File: src/hdl/byte_level_token_decoder_assert.svh
// Assertion macros of the byte-level token decoder, used by btd_outq.
`ifndef BYTE_LEVEL_TOKEN_DECODER_ASSERT_SVH
`define BYTE_LEVEL_TOKEN_DECODER_ASSERT_SVH
// Same-cycle implication, disabled during reset.
`define BTD_ASSERT_IMPLY(label, clk, rst, cond, prop, msg) \
   label: assert property (@(posedge clk) disable iff (rst) (cond) |-> (prop)) else $error(msg);
// Next-cycle implication, disabled during reset.
`define BTD_ASSERT_NEXT(label, clk, rst, cond, prop, msg) \
   label: assert property (@(posedge clk) disable iff (rst) (cond) |=> (prop)) else $error(msg);
`endif

File: src/hdl/btd_pkg.sv
// Types, constants and decode functions of the byte-level token decoder.
`timescale 1ns / 1ps
package btd_pkg;

   // Most results that one input byte can cause.
   localparam int unsigned GRP_MAX = 3;
   localparam int unsigned GRP_CNT_W = 2;

   // Lead byte classification masks and patterns.
   localparam logic [7:0] LEAD2_MASK = 8'hE0;
   localparam logic [7:0] LEAD2_PAT  = 8'hC0;
   localparam logic [7:0] LEAD3_MASK = 8'hF0;
   localparam logic [7:0] LEAD3_PAT  = 8'hE0;
   localparam logic [7:0] LEAD4_MASK = 8'hF8;
   localparam logic [7:0] LEAD4_PAT  = 8'hF0;

   // Ranges of code points that map to themselves.
   localparam logic [20:0] SELF0_LO = 21'd33;
   localparam logic [20:0] SELF0_HI = 21'd126;
   localparam logic [20:0] SELF1_LO = 21'h0000A1;
   localparam logic [20:0] SELF1_HI = 21'h0000AC;
   localparam logic [20:0] SELF2_LO = 21'h0000AE;
   localparam logic [20:0] SELF2_HI = 21'h0000FF;

   // Shifted range that maps back to the unused bytes.
   localparam logic [20:0] EXT_BASE  = 21'd256;
   localparam logic [20:0] EXT_END   = 21'd324;
   localparam logic [6:0]  EXT_SPLIT0 = 7'd33;
   localparam logic [6:0]  EXT_SPLIT1 = 7'd67;
   localparam logic [7:0]  EXT_OFFSET = 8'd94;
   localparam logic [7:0]  EXT_LAST_BYTE = 8'hAD;

   typedef struct packed {
      logic [7:0] in_byte;
      logic       token_last;
   } req_type;

   typedef struct packed {
      logic [7:0] out_byte;
      logic       byte_valid;
      logic       run_last;
      logic       token_end;
   } rsp_type;

   // Results of one input byte, packed from entry 0 upward.
   typedef struct packed {
      logic [GRP_CNT_W-1:0]      count;
      rsp_type [GRP_MAX-1:0]     entry;
   } grp_type;

   // Sequence length that a lead byte asks for; stray bytes stand alone.
   function automatic logic [2:0] lead_length(input logic [7:0] c);
      logic [2:0] len;
      if (!c[7]) len = 3'd1;
      else if ((c & LEAD2_MASK) == LEAD2_PAT) len = 3'd2;
      else if ((c & LEAD3_MASK) == LEAD3_PAT) len = 3'd3;
      else if ((c & LEAD4_MASK) == LEAD4_PAT) len = 3'd4;
      else len = 3'd1;
      return len;
   endfunction

   // Code point from len bytes; continuation bytes give their low six bits.
   function automatic logic [20:0] assemble(input logic [7:0] b0, input logic [7:0] b1,
                                            input logic [7:0] b2, input logic [7:0] b3,
                                            input logic [2:0] len);
      logic [20:0] cp;
      case (len)
         3'd2: cp = {10'd0, b0[4:0], b1[5:0]};
         3'd3: cp = {5'd0, b0[3:0], b1[5:0], b2[5:0]};
         3'd4: cp = {b0[2:0], b1[5:0], b2[5:0], b3[5:0]};
         default: cp = {13'd0, b0};
      endcase
      return cp;
   endfunction

   // Inverse byte-level table: bit 8 flags a mapped code point.
   function automatic logic [8:0] map_cp(input logic [20:0] cp);
      logic [8:0] res;
      logic [6:0] n;
      n = 7'(cp - EXT_BASE);
      if ((cp >= SELF0_LO && cp <= SELF0_HI) || (cp >= SELF1_LO && cp <= SELF1_HI) ||
          (cp >= SELF2_LO && cp <= SELF2_HI)) begin
         res = {1'b1, cp[7:0]};
      end else if (cp >= EXT_BASE && cp < EXT_END) begin
         if (n < EXT_SPLIT0) res = {1'b1, 1'b0, n};
         else if (n < EXT_SPLIT1) res = {1'b1, 8'({1'b0, n} + EXT_OFFSET)};
         else res = {1'b1, EXT_LAST_BYTE};
      end else begin
         res = 9'd0;
      end
      return res;
   endfunction

endpackage

File: src/hdl/btd_decode.sv
// Sequence state and single-pass decode of one byte into a result group.
`timescale 1ns / 1ps
module btd_decode (
   input  logic             clock,
   input  logic             reset,
   input  logic             step,
   input  btd_pkg::req_type in_data,
   output btd_pkg::grp_type grp
);

   logic [7:0] pend_ff [0:2];
   logic [1:0] count_ff;
   logic [1:0] count_in;
   logic [2:0] seqlen_ff;
   logic [2:0] seqlen_in;

   logic [7:0] b0, b1, b2, b3;
   logic [2:0] seqlen;
   logic [2:0] n;
   logic       complete;
   logic [8:0] cand [0:2];

   // Bytes of the open sequence with the new byte in its slot.
   always_comb begin
      b0 = (count_ff == 2'd0) ? in_data.in_byte : pend_ff[0];
      b1 = (count_ff == 2'd1) ? in_data.in_byte : pend_ff[1];
      b2 = (count_ff == 2'd2) ? in_data.in_byte : pend_ff[2];
      b3 = in_data.in_byte;
      seqlen = (count_ff == 2'd0) ? btd_pkg::lead_length(in_data.in_byte) : seqlen_ff;
      n = {1'b0, count_ff} + 3'd1;
      complete = (n >= seqlen);
   end

   // Candidate code points. A token that ends inside a sequence lets the lead
   // byte stand alone and parses the remaining bytes again.
   always_comb begin
      cand[0] = 9'd0;
      cand[1] = 9'd0;
      cand[2] = 9'd0;
      if (complete) begin
         cand[0] = btd_pkg::map_cp(btd_pkg::assemble(b0, b1, b2, b3, n));
      end else if (in_data.token_last) begin
         cand[0] = btd_pkg::map_cp({13'd0, b0});
         if (n == 3'd3) begin
            if (btd_pkg::lead_length(b1) == 3'd2) begin
               cand[1] = btd_pkg::map_cp(btd_pkg::assemble(b1, b2, 8'd0, 8'd0, 3'd2));
            end else begin
               cand[1] = btd_pkg::map_cp({13'd0, b1});
               cand[2] = btd_pkg::map_cp({13'd0, b2});
            end
         end else if (n == 3'd2) begin
            cand[1] = btd_pkg::map_cp({13'd0, b1});
         end
      end
   end

   // Pack mapped candidates, add the bare end marker and the end flags.
   always_comb begin
      logic [1:0] k;
      k = 2'd0;
      grp = '0;
      for (int i = 0; i < btd_pkg::GRP_MAX; i++) begin
         if (cand[i][8]) begin
            grp.entry[k].out_byte = cand[i][7:0];
            grp.entry[k].byte_valid = 1'b1;
            k = k + 2'd1;
         end
      end
      if (in_data.token_last && k == 2'd0) begin
         k = 2'd1;
      end
      if (k != 2'd0) begin
         grp.entry[k - 2'd1].run_last = 1'b1;
         grp.entry[k - 2'd1].token_end = in_data.token_last;
      end
      grp.count = k;
   end

   // Next sequence state.
   always_comb begin
      if (in_data.token_last || complete) begin
         count_in = 2'd0;
         seqlen_in = 3'd0;
      end else begin
         count_in = n[1:0];
         seqlen_in = seqlen;
      end
   end

   // Pending bytes hold payload only.
   always_ff @(posedge clock) begin
      if (step && !in_data.token_last && !complete) begin
         pend_ff[count_ff] <= in_data.in_byte;
      end
   end

   // Sequence control state.
   always_ff @(posedge clock) begin
      if (reset) begin
         count_ff <= 2'd0;
         seqlen_ff <= 3'd0;
      end else if (step) begin
         count_ff <= count_in;
         seqlen_ff <= seqlen_in;
      end
   end

endmodule

File: src/hdl/btd_outq.sv
// Result group register that hands out one result per transaction.
`timescale 1ns / 1ps
`include "byte_level_token_decoder_assert.svh"
module btd_outq (
   input  logic             clock,
   input  logic             reset,
   input  logic             load_valid,
   input  btd_pkg::grp_type load_grp,
   output logic             load_ready,
   output logic             rsp_valid,
   output btd_pkg::rsp_type rsp_data,
   input  logic             rsp_ready
);

   logic                            valid_ff;
   logic                            valid_in;
   logic [btd_pkg::GRP_CNT_W-1:0]   cnt_ff;
   logic [btd_pkg::GRP_CNT_W-1:0]   cnt_in;
   btd_pkg::rsp_type [btd_pkg::GRP_MAX-1:0] ent_ff;
   btd_pkg::rsp_type [btd_pkg::GRP_MAX-1:0] ent_in;
   logic                            take;
   logic                            free;

   // The register is free when empty or when its final result leaves now.
   assign take = valid_ff && rsp_ready;
   assign free = !valid_ff || (take && cnt_ff == 2'd1);
   assign load_ready = free;
   assign rsp_valid = valid_ff;
   assign rsp_data = ent_ff[0];

   // Load a new group or shift the remaining results toward the head.
   always_comb begin
      valid_in = valid_ff;
      cnt_in = cnt_ff;
      ent_in = ent_ff;
      if (load_valid && free) begin
         valid_in = (load_grp.count != '0);
         cnt_in = load_grp.count;
         ent_in = load_grp.entry;
      end else if (take) begin
         valid_in = (cnt_ff != 2'd1);
         cnt_in = cnt_ff - 2'd1;
         for (int i = 0; i < btd_pkg::GRP_MAX - 1; i++) begin
            ent_in[i] = ent_ff[i + 1];
         end
      end
   end

   always_ff @(posedge clock) begin
      ent_ff <= ent_in;
   end

   always_ff @(posedge clock) begin
      if (reset) begin
         valid_ff <= 1'b0;
         cnt_ff <= '0;
      end else begin
         valid_ff <= valid_in;
         cnt_ff <= cnt_in;
      end
   end

   `BTD_ASSERT_IMPLY(a_cnt_nonzero, clock, reset, valid_ff, cnt_ff != 2'd0, "held group is empty")
   `BTD_ASSERT_IMPLY(a_final_run_last, clock, reset, valid_ff && cnt_ff == 2'd1, ent_ff[0].run_last, "final result lacks run_last")
   `BTD_ASSERT_IMPLY(a_bare_marker, clock, reset, valid_ff && !ent_ff[0].byte_valid, ent_ff[0].token_end && ent_ff[0].run_last, "bare marker outside token end")
   `BTD_ASSERT_NEXT(a_group_drains, clock, reset, take && cnt_ff > 2'd1, valid_ff, "group lost results")

endmodule

File: src/hdl/byte_level_token_decoder.sv
// Top level of the byte-level token decoder.
//
// Usage: raw UTF-8 bytes of vocabulary tokens enter on the req_ channel, one
// byte per transaction, with token_last set on each token's final byte. Each
// decoded byte leaves on the rsp_ channel as one transaction; a token that
// ends with no byte produced gives one bare end marker (byte_valid low).
// Path: a byte accepted into the input register is decoded combinationally
// and loaded into the result group register, from which its first result
// is offered on the rsp_ channel.
// Throughput: one input byte per cycle while each byte causes at most one
// result and the receiver is ready. A byte that causes two or three results
// holds the group register until the single rsp_ port has drained the group.
// Bytes that cause no result pass through without waiting for the group.
// Reset clears the open sequence and drops all held transactions.
// When the receiver stalls, the group register holds its results and the
// input register takes one more byte before req_ready goes low.
`timescale 1ns / 1ps
module byte_level_token_decoder (
   input  logic             clock,
   input  logic             reset,
   input  logic             req_valid,
   output logic             req_ready,
   input  btd_pkg::req_type req_data,
   output logic             rsp_valid,
   input  logic             rsp_ready,
   output btd_pkg::rsp_type rsp_data
);

   logic             in_valid_ff;
   logic             in_valid_in;
   btd_pkg::req_type in_data_ff;
   btd_pkg::grp_type grp;
   logic             load_valid;
   logic             load_ready;
   logic             move;

   // The held byte moves on when it yields nothing or the group is free.
   assign load_valid = in_valid_ff && (grp.count != '0);
   assign move = in_valid_ff && ((grp.count == '0) || load_ready);
   assign req_ready = !in_valid_ff || move;
   assign in_valid_in = req_ready ? req_valid : in_valid_ff;

   // Input register.
   always_ff @(posedge clock) begin
      if (req_ready) begin
         in_data_ff <= req_data;
      end
   end

   always_ff @(posedge clock) begin
      if (reset) begin
         in_valid_ff <= 1'b0;
      end else begin
         in_valid_ff <= in_valid_in;
      end
   end

   // Decode of the held byte against the open sequence.
   btd_decode u_decode (
      .clock   (clock),
      .reset   (reset),
      .step    (move),
      .in_data (in_data_ff),
      .grp     (grp)
   );

   // Result group register and output serializer.
   btd_outq u_outq (
      .clock      (clock),
      .reset      (reset),
      .load_valid (load_valid),
      .load_grp   (grp),
      .load_ready (load_ready),
      .rsp_valid  (rsp_valid),
      .rsp_data   (rsp_data),
      .rsp_ready  (rsp_ready)
   );

endmodule

File: config.mk
export PLATFORM = sky130hd
export DESIGN_NAME = byte_level_token_decoder
export DESIGN_NICKNAME = d
export VERILOG_FILES = /design/src/hdl/btd_pkg.sv /design/src/hdl/btd_decode.sv /design/src/hdl/btd_outq.sv /design/src/hdl/byte_level_token_decoder.sv
export VERILOG_INCLUDE_DIRS = /design/src /design/src/hdl
export SDC_FILE = /design/constraint.sdc
export NUM_CORES = 1
export LEC_CHECK = 0
export BUFFER_PORTS_ARGS = -buffer_cell sky130_fd_sc_hd__buf_2
export CORE_MARGIN = 5
export CORE_UTILIZATION = 65
export CTS_BUF_LIST = sky130_fd_sc_hd__clkbuf_8
export DETAILED_ROUTE_END_ITERATION = 7
export MAX_ROUTING_LAYER = met4
export PLACE_DENSITY = 0.81
export SLEW_MARGIN = 20
export SYNTH_ARGS = -nofsm -noshare
export SYNTH_HDL_FRONTEND = slang
export SYNTH_SLANG_ARGS = --single-unit
File: constraint.sdc
create_clock -name clock -period 14.05 [get_ports clock]
set_input_delay 2.1075 -clock clock [delete_from_list [all_inputs] [get_ports clock]]
set_output_delay 2.1075 -clock clock [all_outputs]
set_load 0.1 [all_outputs]
==> Yosys cells after proc, flatten, opt, wreduce, memory -nomap -nowiden <==
Memory sizes are Yosys's and may differ from the RTL's.
Cells that the tools add are included.
{ "totals": {"inputBits": 13, "wordCells": 209, "ram_bits": 24, "register_bits": 51, "output_inout_bits": 13, "memories": 1} }
{ "mem_list": {"columns": ["name", "words", "width", "rd", "rd_ports_with_merged_regs", "write_ports", "line", "text"], "rows": [
  ["u_decode.pend_ff", 3, 8, 3, 0, 1, "btd_decode.sv:11", "logic [7:0] pend_ff [0:2];"]
]} }
{ "classes": {"addsub": 9, "muxes": 76, "n_eq_ne": 14, "magnitude_cmp": 42, "reduce_logical": 48} }
{ "op_table": {"columns": ["operator", "n"], "rows": [
  ["$bwmux 33", 6],
  ["$mux 9", 16],
  ["$demux 11 s2", 6],
  ["$mux 21", 5],
  ["$mux 33", 3],
  ["$ge 21x8->1 const B", 4],
  ["$le 21x8->1 const B", 4],
  ["$pmux 21 s3", 1],
  ["$ge 8x8->1 const B", 6],
  ["$mux 3", 15],
  ["$mux 22", 2],
  ["$ge 21x6->1 const B", 2],
  ["$ge 21x9->1 const B", 2],
  ["$le 21x7->1 const B", 2],
  ["$lt 21x9->1 const B", 2],
  ["$mux 8", 5],
  ["$mux 27", 1],
  ["$logic_and 1x1->1", 25],
  ["$ge 8x6->1 const B", 3],
  ["$le 8x7->1 const B", 3],
  ["$le 8x8->1 const B", 3],
  ["$mux 11", 2],
  ["$mux 18", 1],
  ["$add 7x7->8 const B", 2],
  ["25 further kinds", 68]
]} }

==> Logic depth before layout (Yosys ltp) <==
Gate-level depths: netlist of the first run.
{ "logic_depth": {"ltp_word": 42, "mapped_depth": 26, "depth_no_buf": 22} }

==> Hierarchy <==
From an unflattened synthesis of the first run, not the netlist that was laid out.
{ "unflattened": {"hier_cells": 581, "area_unflattened_um2": 5684.2} }
{ "modules_own_cells": {"columns": ["module", "n_inst", "seq_area_each_um2", "area_per_inst_um2", "cells_per_inst"], "rows": [
  ["btd_decode", 1, 820.8, 3742.3, 477],
  ["btd_outq", 1, 1051.0, 1610.3, 87],
  ["byte_level_token_decoder", 1, 290.3, 331.6, 17]
]} }

==> Least setup slack after synthesis of the first run <==
OpenSTA, ideal clock, no wires.
{ "synth_path": {"path_type": "reg-to-output", "startpoint": "reg u_decode.count_ff[0]", "endpoint": "out req_ready", "arrival_ns": 4.658, "path_stages_with_launch": 21, "n_path_buf": 5, "t_required_ns": 11.943, "slack_ns": 7.284, "path_cell_list": "dfxtp_1 inv_1 ha_1 clkbuf_1 buf_2 buf_2 buf_1 nor2_1 a41oi_1 ha_1 nand2b_1 a31oi_1 and2_1 o211ai_1 or2_2 a21o_1 buf_2 ha_1 nor3_1 nand2b_1 or2_2"} }
{ "synth_between": {"elab_chain_cells": 25, "word_cells_on_any_way": 111, "cone_classes": "3 x add/sub; 32 x order compare; 9 x eq/ne; 36 x mux; 31 x reduce/logical"} }
{ "synth_rtl": {"columns": ["item", "line", "text"], "rows": [
  ["start: declaration", "btd_decode.sv:12", "logic [1:0] count_ff;"],
  ["start signal: assignment", "btd_decode.sv:103", "count_ff <= count_in;"],
  ["parallel branches: the longest is 17 deep, another holds $ge 21x6->1", null, null],
  ["$mux 2 *", "btd_decode.sv:63", "if (cand[i][8]) begin"],
  ["$logic_not 2->1", "btd_decode.sv:69", "if (in_data.token_last && k == 2'd0) begin"],
  ["$logic_and 1x1->1", "btd_decode.sv:69", null],
  ["$mux 2 *", "btd_decode.sv:69", null],
  ["$logic_not 2->1 *", "byte_level_token_decoder.sv:39", "assign move = in_valid_ff && ((grp.count == '0) || load_ready);"],
  ["$logic_or 1x1->1 *", "byte_level_token_decoder.sv:39", null],
  ["$logic_and 1x1->1 *", "byte_level_token_decoder.sv:39", null],
  ["$logic_or 1x1->1 *", "byte_level_token_decoder.sv:40", "assign req_ready = !in_valid_ff || move;"],
  ["end: declaration", "byte_level_token_decoder.sv:22", "output logic req_ready,"]
]} }
Every way passes the cells marked *. The select of a mux whose other input is x is not followed.

==> Final worst setup path of the first run <==
Same ends and word-level chain as after synthesis.

==> reports/qor.csv, run 1 <==
stage,metric,value,unit
route,post-route-drc-count,0,
timing,final.setup.tns,0,ns
finish,postLayoutCoreUtil,0.6983,
finish,fin_nets,612,
pwr,power_leakage,2.042,nW
critical_path,crit_chain,"inv_1, ha_2, buf_4, mux2_4, inv_1, ha_1, nor4bb_1, o2bb2ai_1, a21o_1, o221a_2, o2bb2ai_4, a21o_1, ha_1, nor3_1, nand2b_1, or2_2, buf_2",
logic_synthesis,synthSimpleGateAreaFrac,0.1877,
critical_path,worstSetupEndpointType,primary output,
die,coreArea,0.008299,sq mm
timing,setup_viol,0,
status,outcome,"finished, final reports clean",
logic_synthesis,syn_area,0.005572,sq mm
critical_path,cp.depth,17,
placement,place_hpwl,11280,microns
pwr,p_clk_frac,0.324,
timing,fmax,127.6,MHz
logic_synthesis,ys_types,88,
global_routing,antenna_found_initial,0,
route,drtIter0Drc,573,
pwr,p_sw_frac,0.3125,
global_routing,track_usage,0.3189,
pwr,p_int,385.4,uW
clock_network,ctsHoldBuffers,0,
logic_synthesis,synthAdderAreaFrac,0.04491,
critical_path,crit_family,compound AO/OA/AOI/OAI gates,
pwr,powerDensity,96.73,mW/mm^2
finish,fill_cells,635,
critical_path,crit_arrival,5.73,ns
route,detail-route-antenna-nets,0,
logic_synthesis,synth_top_family_by_area,compound AO/OA/AOI/OAI gates,
finish,drive_gt1_frac,0.1558,
timing,fin_crit,7.839,ns
placement,dpl-instance-area,0.005583,sq mm
critical_path,max_stage_delay,0.48,ns
die,io_pins,26,
logic_synthesis,synth_compound_gate_area_share,0.2497,
placement,buffer_ports.inserted,25,
die,start_util,0.6713,
critical_path,crit_slowest_cell,buf_2,
die,die_h,102.6,microns
logic_synthesis,yosys_warnings,0,
global_routing,grt_pass1_vias,4664,
finish,fin_area,0.005796,sq mm
clock_network,cts_max_path_buffers,2,
die,die-area,0.01052,sq mm
logic_synthesis,synth-xor-area-share,0.001572,
logic_synthesis,syn_nets,618,
placement,gp_congestion,1.037,
logic_synthesis,ys_ff_latch,75,
logic_synthesis,synth_edf_count,66,
critical_path,crit_path_max_fanout,45,
clock_network,clk_pin_slew,0.08,ns
die,rows,33,
clock_network,cts_resized,0,
finish,final_common_cell,edfxtp_1,
clock_network,cts_setup_buffers,0,
timing,slew_headroom,0.3222,
route,vias_per_cell,7.247,
clock_network,cts_tree,built,
finish,final_cell_mix,"edfxtp_1 (66), nor2_1 (44), nand2_1 (42)",
clock_network,cts_num_sinks,75,
timing,fin_skew,0.007313,ns
critical_path,path_buf_inv,4,
critical_path,path_class,flip-flop to primary output,
pwr,ir_drop,0.07334,mV
logic_synthesis,synth_area_leaders,"edfxtp_1 (36%), ha_1 (4.5%), dfxtp_1 (3.2%), a21oi_1 (3.1%), nor2_1 (3.0%)",
finish,areaGrowthSynthToFinish,4.020,%
logic_synthesis,ys_seq_area_frac,0.3881,
finish,antennaDiodeCount,0,
finish,instances_no_fill,689,
route,wl_per_cell,22.84,microns
flow_run,max_cap_violations,0,
logic_synthesis,synthArstFlopShare,0,
logic_synthesis,synth_ff_type,edfxtp_1,
route,firstDrtPassIters,7,
hold_path,hold_path_depth,2,
global_routing,grt_max_degree,46,
die,die-width,102.6,microns
critical_path,worstPathRequired,11.94,ns
critical_path,ff2ff_path_depth,21,
pwr,p_comb_frac,0.197,
timing,finalMaxSlewViolations,0,
pwr,pwr-share-seq,0.479,
timing,finalCritPeriodShare,0.5579,
critical_path,startpoint_type,flip-flop,
logic_synthesis,post_synth_mux_area_share,0.05861,
logic_synthesis,synth_top_area_cell,edfxtp_1,
pwr,power.switching,175.2,uW
logic_synthesis,syn-instance-count,585,
clock_network,clock-root-buffer,clkbuf_8,
timing,finalHoldViolations,0,
logic_synthesis,synthDominantCellAreaShare,0.3557,
hold_path,hold_path.class,flip-flop to flip-flop,
timing,rsz0062_at_grt,false,
clock_network,htreeDepth,3,
global_routing,grt_pass1_wl,25070,microns
placement,placedCellCount,673,
global_routing,grt-ovfl-total,0,
route,vias,4993,
timing,tightest_slew,1.017,ns
clock_network,clk-insertion-delay-late,0.35,ns
clock_network,cts_buffers,9,
route,drt_wl_total,15740,microns
logic_synthesis,syn_area_per_cell,9.524,sq um
-- power by group through the flow --
| stage | Combinational, mW | Sequential [mW] | Clock, mW |
|---|---|---|---|
| 3_3_place_gp | 0.106 | 0.273 | 0 |
| 3_5_place_dp | 0.107 | 0.273 | 0 |
| 2_1_floorplan | 0.0895 | 0.269 | 0 |
| 5_1_grt | 0.117 | 0.270 | 0.193 |
| 6_report | 0.111 | 0.269 | 0.181 |
| 4_1_cts | 0.108 | 0.268 | 0.183 |
-- stage by stage --
stage                     setup slack [ns]  hold slack, ns  total power, mW
after CTS                            6.245          0.4977           0.5591
after global routing                 5.876          0.5354           0.5809
after global placement               6.972          0.4681           0.3792
final                                6.211          0.4908           0.5606
after detailed placement             6.676          0.4793           0.3807
after floorplan                      7.284          0.4487           0.3587
-- final timing paths --
kind	start	end	slack, ns
worst min register to register	u_decode.seqlen_ff[1]	u_decode.seqlen_ff[1]	0.49
worst max-delay path	u_decode.count_ff[0]	req_ready	6.21
worst max register to register	u_decode.count_ff[0]	u_outq.rsp_data[7]	7.38
worst min-delay path	u_decode.seqlen_ff[1]	u_decode.seqlen_ff[1]	0.49
-- cells in the mapped netlist, types with 12 or more instances --
library cell,n
a21oi_1,35
and2_1,13
buf_2,12
buf_4,13
clkbuf_1,15
edfxtp_1,66
ha_1,20
inv_1,22
mux2i_1,13
nand2_1,42
nor2_1,44
nor3_1,25
o21ai_0,29
-- routing by layer --
layer / wire, microns / share of wire / GRT usage
met1: 6195 / 0.39 / 0.4141
met2: 7124 / 0.45 / 0.4767
met3: 1752 / 0.11 / 0.06901
met4: 666 / 0.042 / 0.1493
met5: 0 / 0 / -
-- worst reg2reg max path: stages, from the launching register on --
cell and delay (ns):
dfxtp_1 0.36, inv_1 0.14, ha_2 0.19, buf_4 0.45, mux2_4 0.40, inv_1 0.21
ha_1 0.26, nor4bb_1 0.42, o2bb2ai_1 0.12, a21o_1 0.29, o221a_2 0.34, o2bb2ai_4 0.26
a21o_1 0.38, ha_1 0.38, nor3_1 0.26, nand2b_1 0.17, nand2b_1 0.54, clkinv_1 0.14
buf_4 0.28, o21ai_1 0.43, a221oi_1 0.15, a31oi_1 0.31
-- kinds of logic after synthesis --
| logic type | count (synthesis) |
|---|---|
| AND/OR/NAND/NOR | 198 |
| AO/OA/AOI/OAI | 190 |
| flip-flops | 75 |
| buffers and inverters | 72 |
| multiplexers | 29 |
| adder cells (fa/ha/maj) | 20 |
| XOR/XNOR | 1 |
-- final cells by class --
cell class / count / area, sq um / share of cell area
inverters: 23 / 86.33 / 0.01490
well taps: 105 / 131.4 / 0.02267
clock inverters: 7 / 85.08 / 0.01468
flip-flops and latches: 75 / 2162 / 0.3731
repair buffers: 32 / 177.7 / 0.03066
clock buffers: 9 / 123.9 / 0.02137
multi-input cells: 438 / 3029 / 0.5227
-- flip-flops by register name, indices dropped and copies added (netlist names) --
register and cells:
in_data_ff 9, in_valid_ff 1, u_decode.count_ff 2, u_decode.pend_ff 24
u_decode.seqlen_ff 3, u_outq.cnt_ff 2, u_outq.ent_ff 22, u_outq.rsp_data 11
u_outq.rsp_valid 1
Power figures use the tool's default switching activity.
==> run 2: changes to the inputs <==
Settings changed: CORE_UTILIZATION 65 to 64, PLACE_DENSITY 0.81 to 0.8.
Clock period 14.05 ns to 7.4 ns, I/O delays scaled along.
==> run 2 against run 1 <==
- clock skew increased by 0.0070 ns
- total power is 92% higher
- die area is 1.4% higher
- sequential power rose by 89%
- setup slack worse by 5.4 ns
- critical path depth decreased by 1
- critical endpoint unchanged
- cell area rose by 0.39%
- sequential share of layout area is 0.14 points lower
==> reports/qor.csv, run 2 (synthesis gave the netlist of run 1 again) <==
stage,metric,value,unit
finish,fin_area,0.005818,sq mm
critical_path,crit_arrival,5.45,ns
global_routing,grt_max_degree,37,
timing,tightest_slew,0.9815,ns
critical_path,worst-r2r-setup-slack,1.29,ns
pwr,powerDensity,184.7,mW/mm^2
timing,setup_viol,0,
route,wl_per_cell,23.45,microns
global_routing,grt_pass1_wl,25610,microns
status,outcome,"finished, final reports clean",
clock_network,cts_num_sinks,75,
critical_path,rr_endpoint,u_outq.rsp_data[8],
placement,place_hpwl,11740,microns
route,firstDrtPassIters,6,
route,drtIter0Drc,512,
finish,fill_cells,708,
route,vias_per_cell,7.165,
clock_network,clk_pin_slew,0.08,ns
route,vias,4980,
timing,whs,0.5059,ns
timing,fmax,152.4,MHz
placement,buffer_ports.inserted,25,
critical_path,crit_path_max_fanout,11,
timing,finalMaxSlewViolations,0,
finish,instances_no_fill,695,
clock_network,ctsHoldBuffers,0,
finish,postLayoutCoreUtil,0.6771,
finish,regMostFlops,u_decode.pend_ff,
timing,rsz0062_at_grt,false,
finish,fin_nets,615,
global_routing,grt_pass1_vias,4867,
route,drt_wl_total,16300,microns
timing,finalHoldViolations,0,
die,rows,34,
die,start_util,0.6484,
timing,fin_crit,6.561,ns
critical_path,crit_end,req_ready,
finish,final_cell_mix,"edfxtp_1 (66), nor2_1 (44), nand2_1 (42)",
die,die-width,103.3,microns
finish,areaGrowthSynthToFinish,4.424,%
timing,finalWorstSetupSlack,0.8386,ns
critical_path,crit_family,compound AO/OA/AOI/OAI gates,
pwr,power_leakage,2.054,nW
clock_network,cts_max_path_buffers,2,
critical_path,cp-startpoint,u_decode.count_ff[0],
die,io_pins,26,
placement,gp_congestion,1.089,
timing,final.setup.tns,0,ns
critical_path,worstSetupEndpointType,primary output,
global_routing,track_usage,0.3254,
die,coreArea,0.008593,sq mm
hold_path,hold_path.class,flip-flop to flip-flop,
clock_network,cts_setup_buffers,0,
clock_network,cts_tree,built,
finish,largest_reg_flops,24,
critical_path,crit_chain,"inv_1, ha_2, mux2_4, inv_1, ha_1, nor4b_1, o2bb2ai_1, a21o_1, o221ai_1, o2bb2ai_4, a21o_1, ha_1, nor3_1, nand2b_1, or2_2, buf_2",
clock_network,clk-insertion-delay-late,0.37,ns
die,die_h,103.3,microns
finish,drive_gt1_frac,0.1584,
placement,preCtsSetupSlack,1.333,ns
route,detail-route-antenna-nets,0,
clock_network,clock-root-buffer,clkbuf_8,
critical_path,path_class,flip-flop to primary output,
critical_path,max_stage_delay,0.48,ns
die,die-area,0.01067,sq mm
global_routing,grt-ovfl-total,0,
finish,antennaDiodeCount,0,
timing,slew_headroom,0.3441,
timing,fin_skew,0.01430,ns
critical_path,path_buf_inv,3,
critical_path,startpoint_type,flip-flop,
global_routing,antenna_found_initial,0,
timing,finalCritPeriodShare,0.8867,
route,post-route-drc-count,0,
clock_network,htreeDepth,3,
critical_path,worstPathRequired,6.29,ns
flow_run,max_cap_violations,0,
clock_network,cts_buffers,9,
placement,dpl-instance-area,0.005609,sq mm
pwr,ir_drop,0.1404,mV
clock_network,cts_resized,0,
placement,placedCellCount,679,
finish,final_common_cell,edfxtp_1,
critical_path,ff2ff_path_depth,19,
pwr,finalPower,1.075,mW
critical_path,crit_slowest_cell,buf_2,
critical_path,timing.rr.start,u_decode.count_ff[0],
critical_path,cp.depth,16,
[run 2: cell types whose count changed in the layout (fill, tap and decap cells not counted)]
| cell | before | now |
|---|---|---|
| buf_4 | 7 | 10 |
| mux2i_1 | 12 | 13 |
| mux2i_2 | 3 | 2 |
[run 2: per-layer routing]
| metal | up-vias | global-route usage | wire length, microns |
|---|---|---|---|
| li1 | 2236 | - | - |
| met1 | 2316 | 0.4001 | 6438 |
| met2 | 349 | 0.4825 | 7262 |
| met3 | 79 | 0.1013 | 1752 |
| met4 | 0 | 0.1673 | 843 |
| met5 | - | - | 0 |
[run 2: how the worst min path moves through the flow]
stage | from | endpoint | slack [ns] | cells after the start
CTS | u_decode.seqlen_ff[2] | u_decode.seqlen_ff[2] | 0.51 | 2
global route | u_outq.cnt_ff[1] | u_outq.cnt_ff[1] | 0.54 | 2
floorplan | u_decode.seqlen_ff[1] | u_decode.seqlen_ff[1] | 0.45 | 2
detailed placement | u_decode.seqlen_ff[2] | u_decode.seqlen_ff[2] | 0.49 | 2
global placement | u_decode.seqlen_ff[1] | u_decode.seqlen_ff[1] | 0.47 | 2
finish | u_decode.seqlen_ff[2] | u_decode.seqlen_ff[2] | 0.51 | 2
[run 2: worst reg2reg max path, stage by stage (launching register included)]
cell and delay [ns]:
dfxtp_1 0.36, inv_1 0.14, ha_2 0.38, mux2_4 0.37, inv_1 0.21, ha_1 0.25, nor4b_1 0.35, o2bb2ai_1 0.16
a21o_1 0.30, o221ai_1 0.39, o2bb2ai_4 0.22, a21o_1 0.40, ha_1 0.39, nor3_1 0.26, nand2b_1 0.16, nand2b_1 0.13
clkinv_1 0.47, o21ai_1 0.58, a221oi_1 0.12, a31oi_1 0.29
[run 2: final cells by class]
type | instances | area [sq um] | area share
clock buffer | 9 | 123.9 | 0.02129
clock inverter | 7 | 85.08 | 0.01462
inverter | 23 | 86.33 | 0.01484
multi-input combinational | 438 | 3025 | 0.5200
sequential | 75 | 2162 | 0.3716
tap | 108 | 135.1 | 0.02323
timing repair buffer | 35 | 200.2 | 0.03441
[run 2: power breakdown]
group | switching (mW) | total [mW] | internal (mW)
Sequential | 0.0191 | 0.509 | 0.490
Combinational | 0.157 | 0.213 | 0.0568
Clock | 0.166 | 0.353 | 0.187
Total | 0.342 | 1.07 | 0.733
